==> config.mk <==
export PLATFORM = sky130hd
export DESIGN_NAME = pci_config_access_router
export DESIGN_NICKNAME = d
export VERILOG_FILES = /design/src/rtl/core/pcar_pkg.sv /design/src/rtl/core/pci_config_access_router.sv /design/src/rtl/core/pcar_window_table.sv /design/src/rtl/core/pcar_window_match.sv
export SDC_FILE = /design/constraint.sdc
export NUM_CORES = 1
export LEC_CHECK = 0
export BUFFER_PORTS_ARGS = -buffer_cell sky130_fd_sc_hd__buf_2
export CAP_MARGIN = 0
export CORE_MARGIN = 2
export CORE_UTILIZATION = 50
export DETAILED_ROUTE_END_ITERATION = 10
export PLACE_DENSITY = 0.68
export SYNTH_ARGS = -nofsm -noshare
export SYNTH_HDL_FRONTEND = slang
export SYNTH_SLANG_ARGS = --single-unit
==> constraint.sdc <==
create_clock -name clk -period 13.5 [get_ports clk]
set_clock_uncertainty 0.2 [all_clocks]
set_input_delay 0.675 -clock clk [delete_from_list [all_inputs] [get_ports clk]]
set_output_delay 0.675 -clock clk [all_outputs]
set_load 0.02 [all_outputs]
==> src/rtl/core/pcar_pkg.sv <==
// Package with shared types, codes and sizes of the configuration access router.
`timescale 1ns / 1ps

package pcar_pkg;

    // Table size and index width.
    localparam int NUM_WINDOWS = 8;
    localparam int IDX_W = (NUM_WINDOWS > 1) ? $clog2(NUM_WINDOWS) : 1;

    // Request action codes.
    localparam logic ACT_LOAD   = 1'b0;
    localparam logic ACT_ACCESS = 1'b1;

    // Route codes of a result.
    localparam logic [1:0] ROUTE_HIT    = 2'd0;
    localparam logic [1:0] ROUTE_LEGACY = 2'd1;
    localparam logic [1:0] ROUTE_REJECT = 2'd2;

    // Access size codes.
    localparam logic [1:0] SIZE_BYTE = 2'd0;
    localparam logic [1:0] SIZE_HALF = 2'd1;

    // Legacy path constants.
    localparam logic [11:0] READ_LIMIT  = 12'h0FC;
    localparam logic [11:0] WRITE_LIMIT = 12'h0FF;

    // Sequencer states.
    typedef enum logic [1:0] {
        ST_IDLE,
        ST_CHECK,
        ST_SEARCH,
        ST_EMIT
    } state_t;

    // One table entry as seen on the read port.
    typedef struct packed {
        logic        valid;
        logic [15:0] segment;
        logic [7:0]  first_bus;
        logic [7:0]  end_bus;
        logic [63:0] base;
    } win_entry_t;

    // Table write request.
    typedef struct packed {
        logic             en;
        logic [IDX_W-1:0] index;
        logic [15:0]      segment;
        logic [7:0]       first_bus;
        logic [7:0]       end_bus;
        logic [63:0]      base;
    } win_load_t;

endpackage

==> src/rtl/core/pci_config_access_router.sv <==
// Top level of the PCI configuration access router.
// A load request writes one window entry in the cycle it is accepted and gives no result;
// busy stays low. An access request first probes the last-hit entry; a hit there goes
// straight to the result state, and otherwise the single compare unit walks the table
// one entry per cycle before the result state, where the one 64-bit adder forms the
// window address. done is registered from the result state, and busy falls in the
// cycle done is high, so a new request may be accepted then. The receiver cannot stall:
// each result is flagged by done for exactly one cycle.
`timescale 1ns / 1ps

module pci_config_access_router (
    input  logic        clk,
    input  logic        rst_n,
    input  logic        start,
    output logic        busy,
    input  logic        action,
    input  logic [2:0]  entry_index,
    input  logic [15:0] segment,
    input  logic [7:0]  bus,
    input  logic [7:0]  end_bus,
    input  logic [63:0] window_base,
    input  logic        is_write,
    input  logic [1:0]  access_size,
    input  logic [4:0]  slot,
    input  logic [2:0]  func,
    input  logic [11:0] offset,
    output logic        done,
    output logic [1:0]  route,
    output logic [63:0] ecam_address,
    output logic [31:0] legacy_address,
    output logic [4:0]  lane_shift,
    output logic        needs_merge,
    output logic [2:0]  hit_entry
);

    localparam int IW = pcar_pkg::IDX_W;
    localparam logic [IW-1:0] LAST_IDX = IW'(pcar_pkg::NUM_WINDOWS - 1);

    pcar_pkg::state_t state_reg, state_next;

    logic [15:0]   seg_reg;
    logic [7:0]    bus_reg;
    logic          wr_reg;
    logic [1:0]    size_reg;
    logic [4:0]    slot_reg;
    logic [2:0]    func_reg;
    logic [11:0]   off_reg;
    logic [IW-1:0] scan_reg, scan_next;
    logic [IW-1:0] hit_reg, hit_next;
    logic          found_reg, found_next;
    logic [IW-1:0] last_hit_reg, last_hit_next;

    logic        done_reg;
    logic [1:0]  route_reg;
    logic [63:0] ecam_reg;
    logic [31:0] legacy_reg;
    logic [4:0]  lane_reg;
    logic        merge_reg;
    logic [2:0]  hit_entry_reg;

    logic                 accept;
    logic                 emit;
    logic [IW-1:0]        probe_index;
    pcar_pkg::win_entry_t probe_entry;
    pcar_pkg::win_load_t  load;
    logic                 probe_match;

    logic [63:0] ecam_calc;
    logic [31:0] legacy_calc;
    logic [4:0]  lane_calc;
    logic        reject_calc;
    logic [7:0]  bus_rel;

    assign accept = start && !busy;

    // Load requests go straight into the table.
    always_comb
    begin
        load.en        = accept && (action == pcar_pkg::ACT_LOAD) &&
                         (32'(entry_index) < pcar_pkg::NUM_WINDOWS);
        load.index     = IW'(entry_index);
        load.segment   = segment;
        load.first_bus = bus;
        load.end_bus   = end_bus;
        load.base      = window_base;
    end

    pcar_window_table u_table (
        .clk      (clk),
        .rst_n    (rst_n),
        .load     (load),
        .rd_index (probe_index),
        .rd_entry (probe_entry)
    );

    pcar_window_match u_match (
        .entry   (probe_entry),
        .segment (seg_reg),
        .bus     (bus_reg),
        .match   (probe_match)
    );

    // State register.
    always_ff @(posedge clk or negedge rst_n)
    begin
        if (!rst_n)
        begin
            state_reg <= pcar_pkg::ST_IDLE;
        end
        else
        begin
            state_reg <= state_next;
        end
    end

    // Next state, probe selection and search bookkeeping.
    always_comb
    begin
        state_next    = state_reg;
        scan_next     = scan_reg;
        hit_next      = hit_reg;
        found_next    = found_reg;
        last_hit_next = last_hit_reg;
        probe_index   = hit_reg;
        busy          = 1'b1;
        emit          = 1'b0;
        case (state_reg)
            pcar_pkg::ST_IDLE:
            begin
                busy = 1'b0;
                if (start && (action == pcar_pkg::ACT_ACCESS))
                begin
                    state_next = pcar_pkg::ST_CHECK;
                end
            end
            pcar_pkg::ST_CHECK:
            begin
                probe_index = last_hit_reg;
                scan_next   = '0;
                if (probe_match)
                begin
                    hit_next   = last_hit_reg;
                    found_next = 1'b1;
                    state_next = pcar_pkg::ST_EMIT;
                end
                else
                begin
                    found_next = 1'b0;
                    state_next = pcar_pkg::ST_SEARCH;
                end
            end
            pcar_pkg::ST_SEARCH:
            begin
                probe_index = scan_reg;
                if (probe_match)
                begin
                    hit_next      = scan_reg;
                    found_next    = 1'b1;
                    last_hit_next = scan_reg;
                    state_next    = pcar_pkg::ST_EMIT;
                end
                else if (scan_reg == LAST_IDX)
                begin
                    state_next = pcar_pkg::ST_EMIT;
                end
                else
                begin
                    scan_next = scan_reg + IW'(1);
                end
            end
            pcar_pkg::ST_EMIT:
            begin
                probe_index = hit_reg;
                emit        = 1'b1;
                state_next  = pcar_pkg::ST_IDLE;
            end
            default:
            begin
                state_next = pcar_pkg::ST_IDLE;
            end
        endcase
    end

    // Search registers and last-hit index.
    always_ff @(posedge clk or negedge rst_n)
    begin
        if (!rst_n)
        begin
            scan_reg     <= '0;
            hit_reg      <= '0;
            found_reg    <= 1'b0;
            last_hit_reg <= '0;
        end
        else
        begin
            scan_reg     <= scan_next;
            hit_reg      <= hit_next;
            found_reg    <= found_next;
            last_hit_reg <= last_hit_next;
        end
    end

    // Request fields held for the duration of an access.
    always_ff @(posedge clk)
    begin
        if (accept)
        begin
            seg_reg  <= segment;
            bus_reg  <= bus;
            wr_reg   <= is_write;
            size_reg <= access_size;
            slot_reg <= slot;
            func_reg <= func;
            off_reg  <= offset;
        end
    end

    // Window address from the hit entry, wrapping modulo 2^64.
    always_comb
    begin
        bus_rel   = bus_reg - probe_entry.first_bus;
        ecam_calc = probe_entry.base + {36'd0, bus_rel, slot_reg, func_reg, off_reg};
    end

    // Legacy address word, lane shift and reach check.
    always_comb
    begin
        legacy_calc = {1'b1, 7'd0, bus_reg, slot_reg, func_reg, off_reg[7:2], 2'b00};
        case (size_reg)
            pcar_pkg::SIZE_BYTE: lane_calc = {off_reg[1:0], 3'b000};
            pcar_pkg::SIZE_HALF: lane_calc = {off_reg[1], 4'b0000};
            default:             lane_calc = 5'd0;
        endcase
        reject_calc = wr_reg ? (off_reg > pcar_pkg::WRITE_LIMIT)
                             : (off_reg > pcar_pkg::READ_LIMIT);
    end

    // Result strobe.
    always_ff @(posedge clk or negedge rst_n)
    begin
        if (!rst_n)
        begin
            done_reg <= 1'b0;
        end
        else
        begin
            done_reg <= emit;
        end
    end

    // Result fields; unused fields of each route read as zero.
    always_ff @(posedge clk)
    begin
        if (emit)
        begin
            route_reg     <= pcar_pkg::ROUTE_HIT;
            ecam_reg      <= 64'd0;
            legacy_reg    <= 32'd0;
            lane_reg      <= 5'd0;
            merge_reg     <= 1'b0;
            hit_entry_reg <= 3'd0;
            if (found_reg)
            begin
                ecam_reg      <= ecam_calc;
                hit_entry_reg <= 3'(hit_reg);
            end
            else if (reject_calc)
            begin
                route_reg <= pcar_pkg::ROUTE_REJECT;
            end
            else
            begin
                route_reg  <= pcar_pkg::ROUTE_LEGACY;
                legacy_reg <= legacy_calc;
                lane_reg   <= lane_calc;
                merge_reg  <= wr_reg && (size_reg == pcar_pkg::SIZE_BYTE ||
                                         size_reg == pcar_pkg::SIZE_HALF);
            end
        end
    end

    assign done           = done_reg;
    assign route          = route_reg;
    assign ecam_address   = ecam_reg;
    assign legacy_address = legacy_reg;
    assign lane_shift     = lane_reg;
    assign needs_merge    = merge_reg;
    assign hit_entry      = hit_entry_reg;

endmodule

==> src/rtl/core/pcar_window_table.sv <==
// Window table storage with one write port and one read port.
`timescale 1ns / 1ps

module pcar_window_table (
    input  logic                        clk,
    input  logic                        rst_n,
    input  pcar_pkg::win_load_t         load,
    input  logic [pcar_pkg::IDX_W-1:0]  rd_index,
    output pcar_pkg::win_entry_t        rd_entry
);

    logic [15:0] segment_reg [pcar_pkg::NUM_WINDOWS];
    logic [7:0]  start_reg   [pcar_pkg::NUM_WINDOWS];
    logic [7:0]  end_reg     [pcar_pkg::NUM_WINDOWS];
    logic [63:0] base_reg    [pcar_pkg::NUM_WINDOWS];
    logic [pcar_pkg::NUM_WINDOWS-1:0] valid_reg;

    // Valid bits are cleared by reset; a load marks its entry valid.
    always_ff @(posedge clk or negedge rst_n)
    begin
        if (!rst_n)
        begin
            valid_reg <= '0;
        end
        else if (load.en)
        begin
            valid_reg[load.index] <= 1'b1;
        end
    end

    // Entry contents are only meaningful while valid, so they carry no reset.
    always_ff @(posedge clk)
    begin
        if (load.en)
        begin
            segment_reg[load.index] <= load.segment;
            start_reg[load.index]   <= load.first_bus;
            end_reg[load.index]     <= load.end_bus;
            base_reg[load.index]    <= load.base;
        end
    end

    // Read port feeding the shared compare unit and the address adder.
    always_comb
    begin
        rd_entry.valid     = valid_reg[rd_index];
        rd_entry.segment   = segment_reg[rd_index];
        rd_entry.first_bus = start_reg[rd_index];
        rd_entry.end_bus   = end_reg[rd_index];
        rd_entry.base      = base_reg[rd_index];
    end

endmodule

==> src/rtl/core/pcar_window_match.sv <==
// Shared compare unit that tests one window entry against the segment and bus.
`timescale 1ns / 1ps

module pcar_window_match (
    input  pcar_pkg::win_entry_t entry,
    input  logic [15:0]          segment,
    input  logic [7:0]           bus,
    output logic                 match
);

    // An empty or reversed window fails the range test on its own.
    assign match = entry.valid && (segment == entry.segment) &&
                   (bus >= entry.first_bus) && (bus <= entry.end_bus);

endmodule

# Word-level counts from Yosys, hierarchy flattened
# Memories as Yosys holds them, arrays and structs flattened.
# Index checks and enable logic that the tools add are counted.
dict set report word_totals {
  regBits 175
  ramBits 768
  in_bits 126
  output_inout_bits 109
  wordCells 94
  n_memories 4
}
# name depth width rd rd_clocked_by_memory_dff wr line
set mem_list {}
lappend mem_list {u_table.base_reg 8 64 1 0 1 pcar_window_table.sv:15} ;# logic [63:0] base_reg [pcar_pkg::NUM_WINDOWS];
lappend mem_list {u_table.segment_reg 8 16 1 0 1 pcar_window_table.sv:12} ;# logic [15:0] segment_reg [pcar_pkg::NUM_WINDOWS];
lappend mem_list {u_table.end_reg 8 8 1 0 1 pcar_window_table.sv:14} ;# logic [7:0] end_reg [pcar_pkg::NUM_WINDOWS];
lappend mem_list {u_table.start_reg 8 8 1 0 1 pcar_window_table.sv:13} ;# logic [7:0] start_reg [pcar_pkg::NUM_WINDOWS];
dict set report classes {
  addsub 3
  magnitude_cmp 7
  n_eq_ne 12
  n_mux 27
  n_bitwise 2
  n_reduce_logical 18
}
# operator n
set ops {}
lappend ops {{$add A64 B28 Y64} 1}
lappend ops {{$mux W32} 1}
lappend ops {{$gt A12 B8 Y1 const B} 2}
lappend ops {{$pmux W3 S2} 3}
lappend ops {{$eq A16 B16 Y1} 1}
lappend ops {{$mux W3} 4}
lappend ops {{$mux W1} 10}
lappend ops {{$pmux W5 S2} 1}
lappend ops {{$ge A8 B8 Y1} 1}
lappend ops {{$le A8 B8 Y1} 1}
lappend ops {{$logic_and A1 B1 Y1} 8}
lappend ops {{$lt A3 B4 Y1 const B} 2}
lappend ops {{$mux W2} 4}
lappend ops {{$ne A2 B2 Y1 const B} 4}
lappend ops {{$or A8 B8 Y8} 1}
lappend ops {{$pmux W2 S4} 1}
lappend ops {{$sub A8 B8 Y8} 1}
lappend ops {{$reduce_and A2 Y1} 3}
lappend ops {{$reduce_and A3 Y1} 2}
lappend ops {{$eq A2 B1 Y1 const B} 2}
lappend ops {{$eq A2 B2 Y1 const B} 2}
lappend ops {{$logic_not A2 Y1} 2}
lappend ops {{$add A3 B1 Y3 const B} 1}
lappend ops {{$bmux W1 S3} 1}
lappend ops {{other kinds (10)} 10}

# Depth between registers and ports, before layout
dict set report depth {
  depth_word 9
  ltp_mapped 37
  ltp_nobuf 27
}

# Cells and area by module
# Synthesis repeated with hierarchy kept, for this count alone.
dict set report hier_totals {
  hier_cells 1959
  hier_area_um2 38144.1
}
# mod instances cells_each area_per_inst_um2 seq_area_each_um2
set modules_own_cells {}
lappend modules_own_cells {pcar_window_table 1 1146 29233.0 23262.3}
lappend modules_own_cells {pci_config_access_router 1 735 8326.7 4559.4}
lappend modules_own_cells {pcar_window_match 1 78 584.3 0.0}

# Worst setup path after synthesis
# Ideal clock, no wire load.
dict set report synth_path {
  path_type {reg-to-reg}
  start {reg state_reg[0]}
  end {reg u_table.valid_reg[0] (netlist bit)}
  setup_ps 106
  arrival_time_ps 8349
  required_time_ps 13194
  path_slack_ps 4845
  path_stages_with_launch 7
  path_buffers 0
  period_less_slack_ps 8655
  path_cell_list {dfrtp_1 inv_1 ha_1 nand2_1 or3_1 nor3_1 or2_2}
}
dict set report synth_via {
  elab_chain_len 3
}
# element line
set synth_rtl {}
lappend synth_rtl {{from (decl)} pci_config_access_router.sv:39} ;# pcar_pkg::state_t state_reg, state_next;
lappend synth_rtl {{from (signal assigned)} pci_config_access_router.sv:108} ;# state_reg <= pcar_pkg::ST_IDLE;
lappend synth_rtl {{from (signal assigned)} pci_config_access_router.sv:112} ;# state_reg <= state_next;
lappend synth_rtl {{$logic_not A2 Y1} pci_config_access_router.sv:127} ;# case (state_reg)
lappend synth_rtl {{$logic_and A1 B1 Y1} pci_config_access_router.sv:74} ;# assign accept = start && !busy;
lappend synth_rtl {{$logic_and A1 B1 Y1} pci_config_access_router.sv:79} ;# load.en = accept && (action == pcar_pkg::ACT_LOAD) &&
lappend synth_rtl {{to (signal assigned)} pcar_window_table.sv:23} ;# valid_reg <= '0;
lappend synth_rtl {{to (signal, indexed assignment)} pcar_window_table.sv:27} ;# valid_reg[load.index] <= 1'b1;
lappend synth_rtl {{to (decl)} pcar_window_table.sv:16} ;# logic [pcar_pkg::NUM_WINDOWS-1:0] valid_reg;
# No other way between the ends.
# A chain may end at the register's enable or synchronous reset.

# Worst setup path after layout
dict set report layout_path {
  start {reg state_reg[0]}
  end {reg ecam_reg[55] (netlist: ecam_address[55]) (data pin)}
}
dict set report layout_via {
  elab_chain_len 5
  elab_cells_between_ends 7
  cone_classes {2 x add/sub; 2 x eq/ne; 1 x mux; 2 x memory}
}
# element line
set layout_rtl {}
lappend layout_rtl {{$eq A2 B2 Y1 or $eq A2 B1 Y1 (tied branches)} pci_config_access_router.sv:127}
lappend layout_rtl {{$pmux W3 S2 (*)} pci_config_access_router.sv:127}
lappend layout_rtl {{$mem_v2 Z8 W8} --}
lappend layout_rtl {{$sub A8 B8 Y8} pci_config_access_router.sv:221} ;# bus_rel = bus_reg - probe_entry.first_bus;
lappend layout_rtl {{$add A64 B28 Y64 (*)} pci_config_access_router.sv:222} ;# ecam_calc = probe_entry.base + {36'd0, bus_rel, slot_reg, func_reg, off_reg};
lappend layout_rtl {{to (signal assigned)} pci_config_access_router.sv:264} ;# ecam_reg <= ecam_calc;
lappend layout_rtl {{to (decl)} pci_config_access_router.sv:55} ;# logic [63:0] ecam_reg;
# Every way passes the cells marked *; elsewhere a longest branch is shown, timed or not.

==> results.toml <==
[sta]
rsz0062_at_grt = "no"
setup-violations-final = 0
min_period_ns = 8.35
period_share = 0.619
relSlewSlack = 0.272
fmax_mhz = 120
worst_slew_pin_slew_ns = 1.09
setup-tns-final_ns = 0
slew_violations = 0
report.final.hold_viol_count = 0

[clock_tree]
clk_transition_reported_paths_ns = 0.06
cts_buffer_depth = 3
numCtsBuffers = 93
cts_sinks = 930
root_buffer = "clkbuf_16"
insertion_delay_ns = 0.65
cts_resized = 0
cts_max_level = 3
cts_tree = "yes"

[routing]
via_per_inst = 5.86
drc = 0
antenna_left = 0
dr.pass1.iters = 5
routed_wl_um = 87800
wire_per_inst_um = 25.4
vias = 20200
drt-initial-drc-count = 1664

[global_routing]
overflow = 0
grt_pass1_wl_um = 130000
grt_use_total = 0.225
antenna_found_initial = 22
grt_pass1_vias = 20400
grt_max_degree = 125

[min_path]
holdPathEnd = "off_reg[6]"
min_from = "offset[6]"
hold_class = "input pin to flop"
whs_path_depth = 1

[synthesis]
yosysMostFrequentCell = "edfxtp_1"
syn_avg_cell_area_um2 = 18.1
yosys_warnings = 0
synthArstFlopShare = 0.0226
netlist_instances = 2108
synthFlopType = "edfxtp_1"
yosys.area.top_type = "edfxtp_1"
synth_area_leaders = "edfxtp_1 71%, mux4_2 9.4%, mux2i_1 2.2%"
synthTopCellsByCount = "909 x edfxtp_1, 200 x nand2_1, 160 x mux4_2"
post_synth_num_cell_types = 83
ys_ff_latch = 930
synth_seq_area_share = 0.728
syn-cell-area_mm2 = 0.0382
yosysTopAreaCellShare = 0.715
synth_edf_count = 909

[worst_setup_path]
slowest_stage = "o41ai_1"
r2r_cells = 27
critPathKind = "flop to flop"
worstPathRequired_ns = 13.69
arrival_ns = 8.54
start_kind = "flop"
timing.rr.start = "state_reg[0]"
endpoint_kind = "flop"
r2r-end = "ecam_address[55]"
slowest_delay_ns = 0.91
regToRegSetupSlack_ns = 5.15
critPathMaxFanout = 124

[placed_design]
place_hpwl_um = 52600
numPortBuffers = 222
place.gp.congestion = 0.804

[die]
start_util = 0.504
fp.dieH_um = 280
rows = 101
io_pins = 235
die_area_mm2 = 0.0786
die_x_um = 280
coreArea_mm2 = 0.0758

[cells_and_area]
multiInputGateArea_mm2 = 0.00983
layout.nets = 2564
area.growth.synth_to_final_pct = 13.8
nFillCells = 5716
drive_gt1_frac = 0.248
largest_reg_flops = 512
seq_area_mm2 = 0.0278

[flow_run]
drv_cap = 0

[outcome]
outcome = "completed"
cell families (layout without fill, tap and decap cells):
family                   Yosys count  count (layout)  share of synthesized area
buffers and inverters            133             478                     0.0185
adder cells (fa/ha/maj)           54              54                     0.0181
AO/OA/AOI/OAI                    195             195                     0.0363
XOR/XNOR                          56              56                     0.0128
AND/OR/NAND/NOR                  479             479                     0.0632
other                              1              22                  0.0000982
multiplexers                     260             260                      0.123
flip-flops                       930             930                      0.728
cell usage in the layout, fill, tap and decap left out, types with 10 or more instances in the layout:
cell type and n:
diode_2 10, a21o_1 24, ha_1 51, inv_1 27, nand3_1 32, and2_1 75, nor2_1 37, clkinv_2 26
nand4_1 12, mux2_2 12, a32oi_1 15, o21ai_0 24, xnor2_1 30, a21oi_1 45, buf_4 30, and3_1 19
clkbuf_16 94, buf_2 222, edfxtp_1 909, xor2_1 26, dlygate4sd3_1 22, a311oi_1 10, or3_1 13, mux2i_1 83
nand2_1 200, clkbuf_1 14, dfrtp_1 20, clkinv_1 22, mux4_2 160, conb_1 12, nand2b_1 11, nor3_1 17
through the flow:
step                utilization  hold WS [ns]  std cells  cell area [µm²]  setup WS [ns]
finish                    0.573        0.0343       3452            43500           5.15
global route              0.573        0.0153       3449            43500           4.70
CTS                       0.573       0.00104       3442            43400           5.16
detailed placement        0.532         0.248       3245            40300           5.19
global placement          0.532         0.245       3245            40300           5.39
floorplan                     -         0.179       2119            38200           4.85
repair_timing:
action                                  CTS  global route
hold buffers                             22             0
hold endpoints to repair                 42             0
endpoints found under the setup margin    0             0
buffers inserted                          0             0
final cells by class:
cell class / instances / area share
diodes: 10 / 0.000576
inverters: 28 / 0.00242
repair buffers: 275 / 0.0363
clock buffers: 108 / 0.0553
well taps: 978 / 0.0281
clock inverters: 67 / 0.0112
flip-flops and latches: 930 / 0.640
multi-input cells: 1056 / 0.226
layer usage:
layer / global-route usage / vias to the layer above / wire [µm]
met5: 0 / - / 113
met4: 0.0723 / 22 / 2120
met3: 0.0424 / 148 / 6170
met2: 0.372 / 711 / 43300
met1: 0.302 / 10400 / 36000
li1: - / 8926 / -
worst max-delay path by stage:
stage                  from              endpoint  slack (ns)  cells after the start
3_5_place_dp   state_reg[0]      ecam_address[55]        5.19                     27
3_3_place_gp   state_reg[0]      ecam_address[55]        5.39                     27
2_1_floorplan  state_reg[0]  u_table.valid_reg[0]        4.85                      6
6_report       state_reg[0]      ecam_address[55]        5.15                     27
4_1_cts        state_reg[0]      ecam_address[55]        5.16                     24
5_1_grt        state_reg[0]      ecam_address[55]        4.70                     27
critical path, delay by kind of cell (launching register included):
kind / cells / cell delay (ns)
simple gates: 13 / 2.23
compound gates: 6 / 1.99
fa+ha+maj: 4 / 1.82
buf+inv: 2 / 0.72
flops: 1 / 0.44
mux: 1 / 0.41
xor+xnor: 1 / 0.13
Power is left out: the tool's default activity adds up to more than one toggle a clock period on the data nets, which glitch-free logic cannot reach.
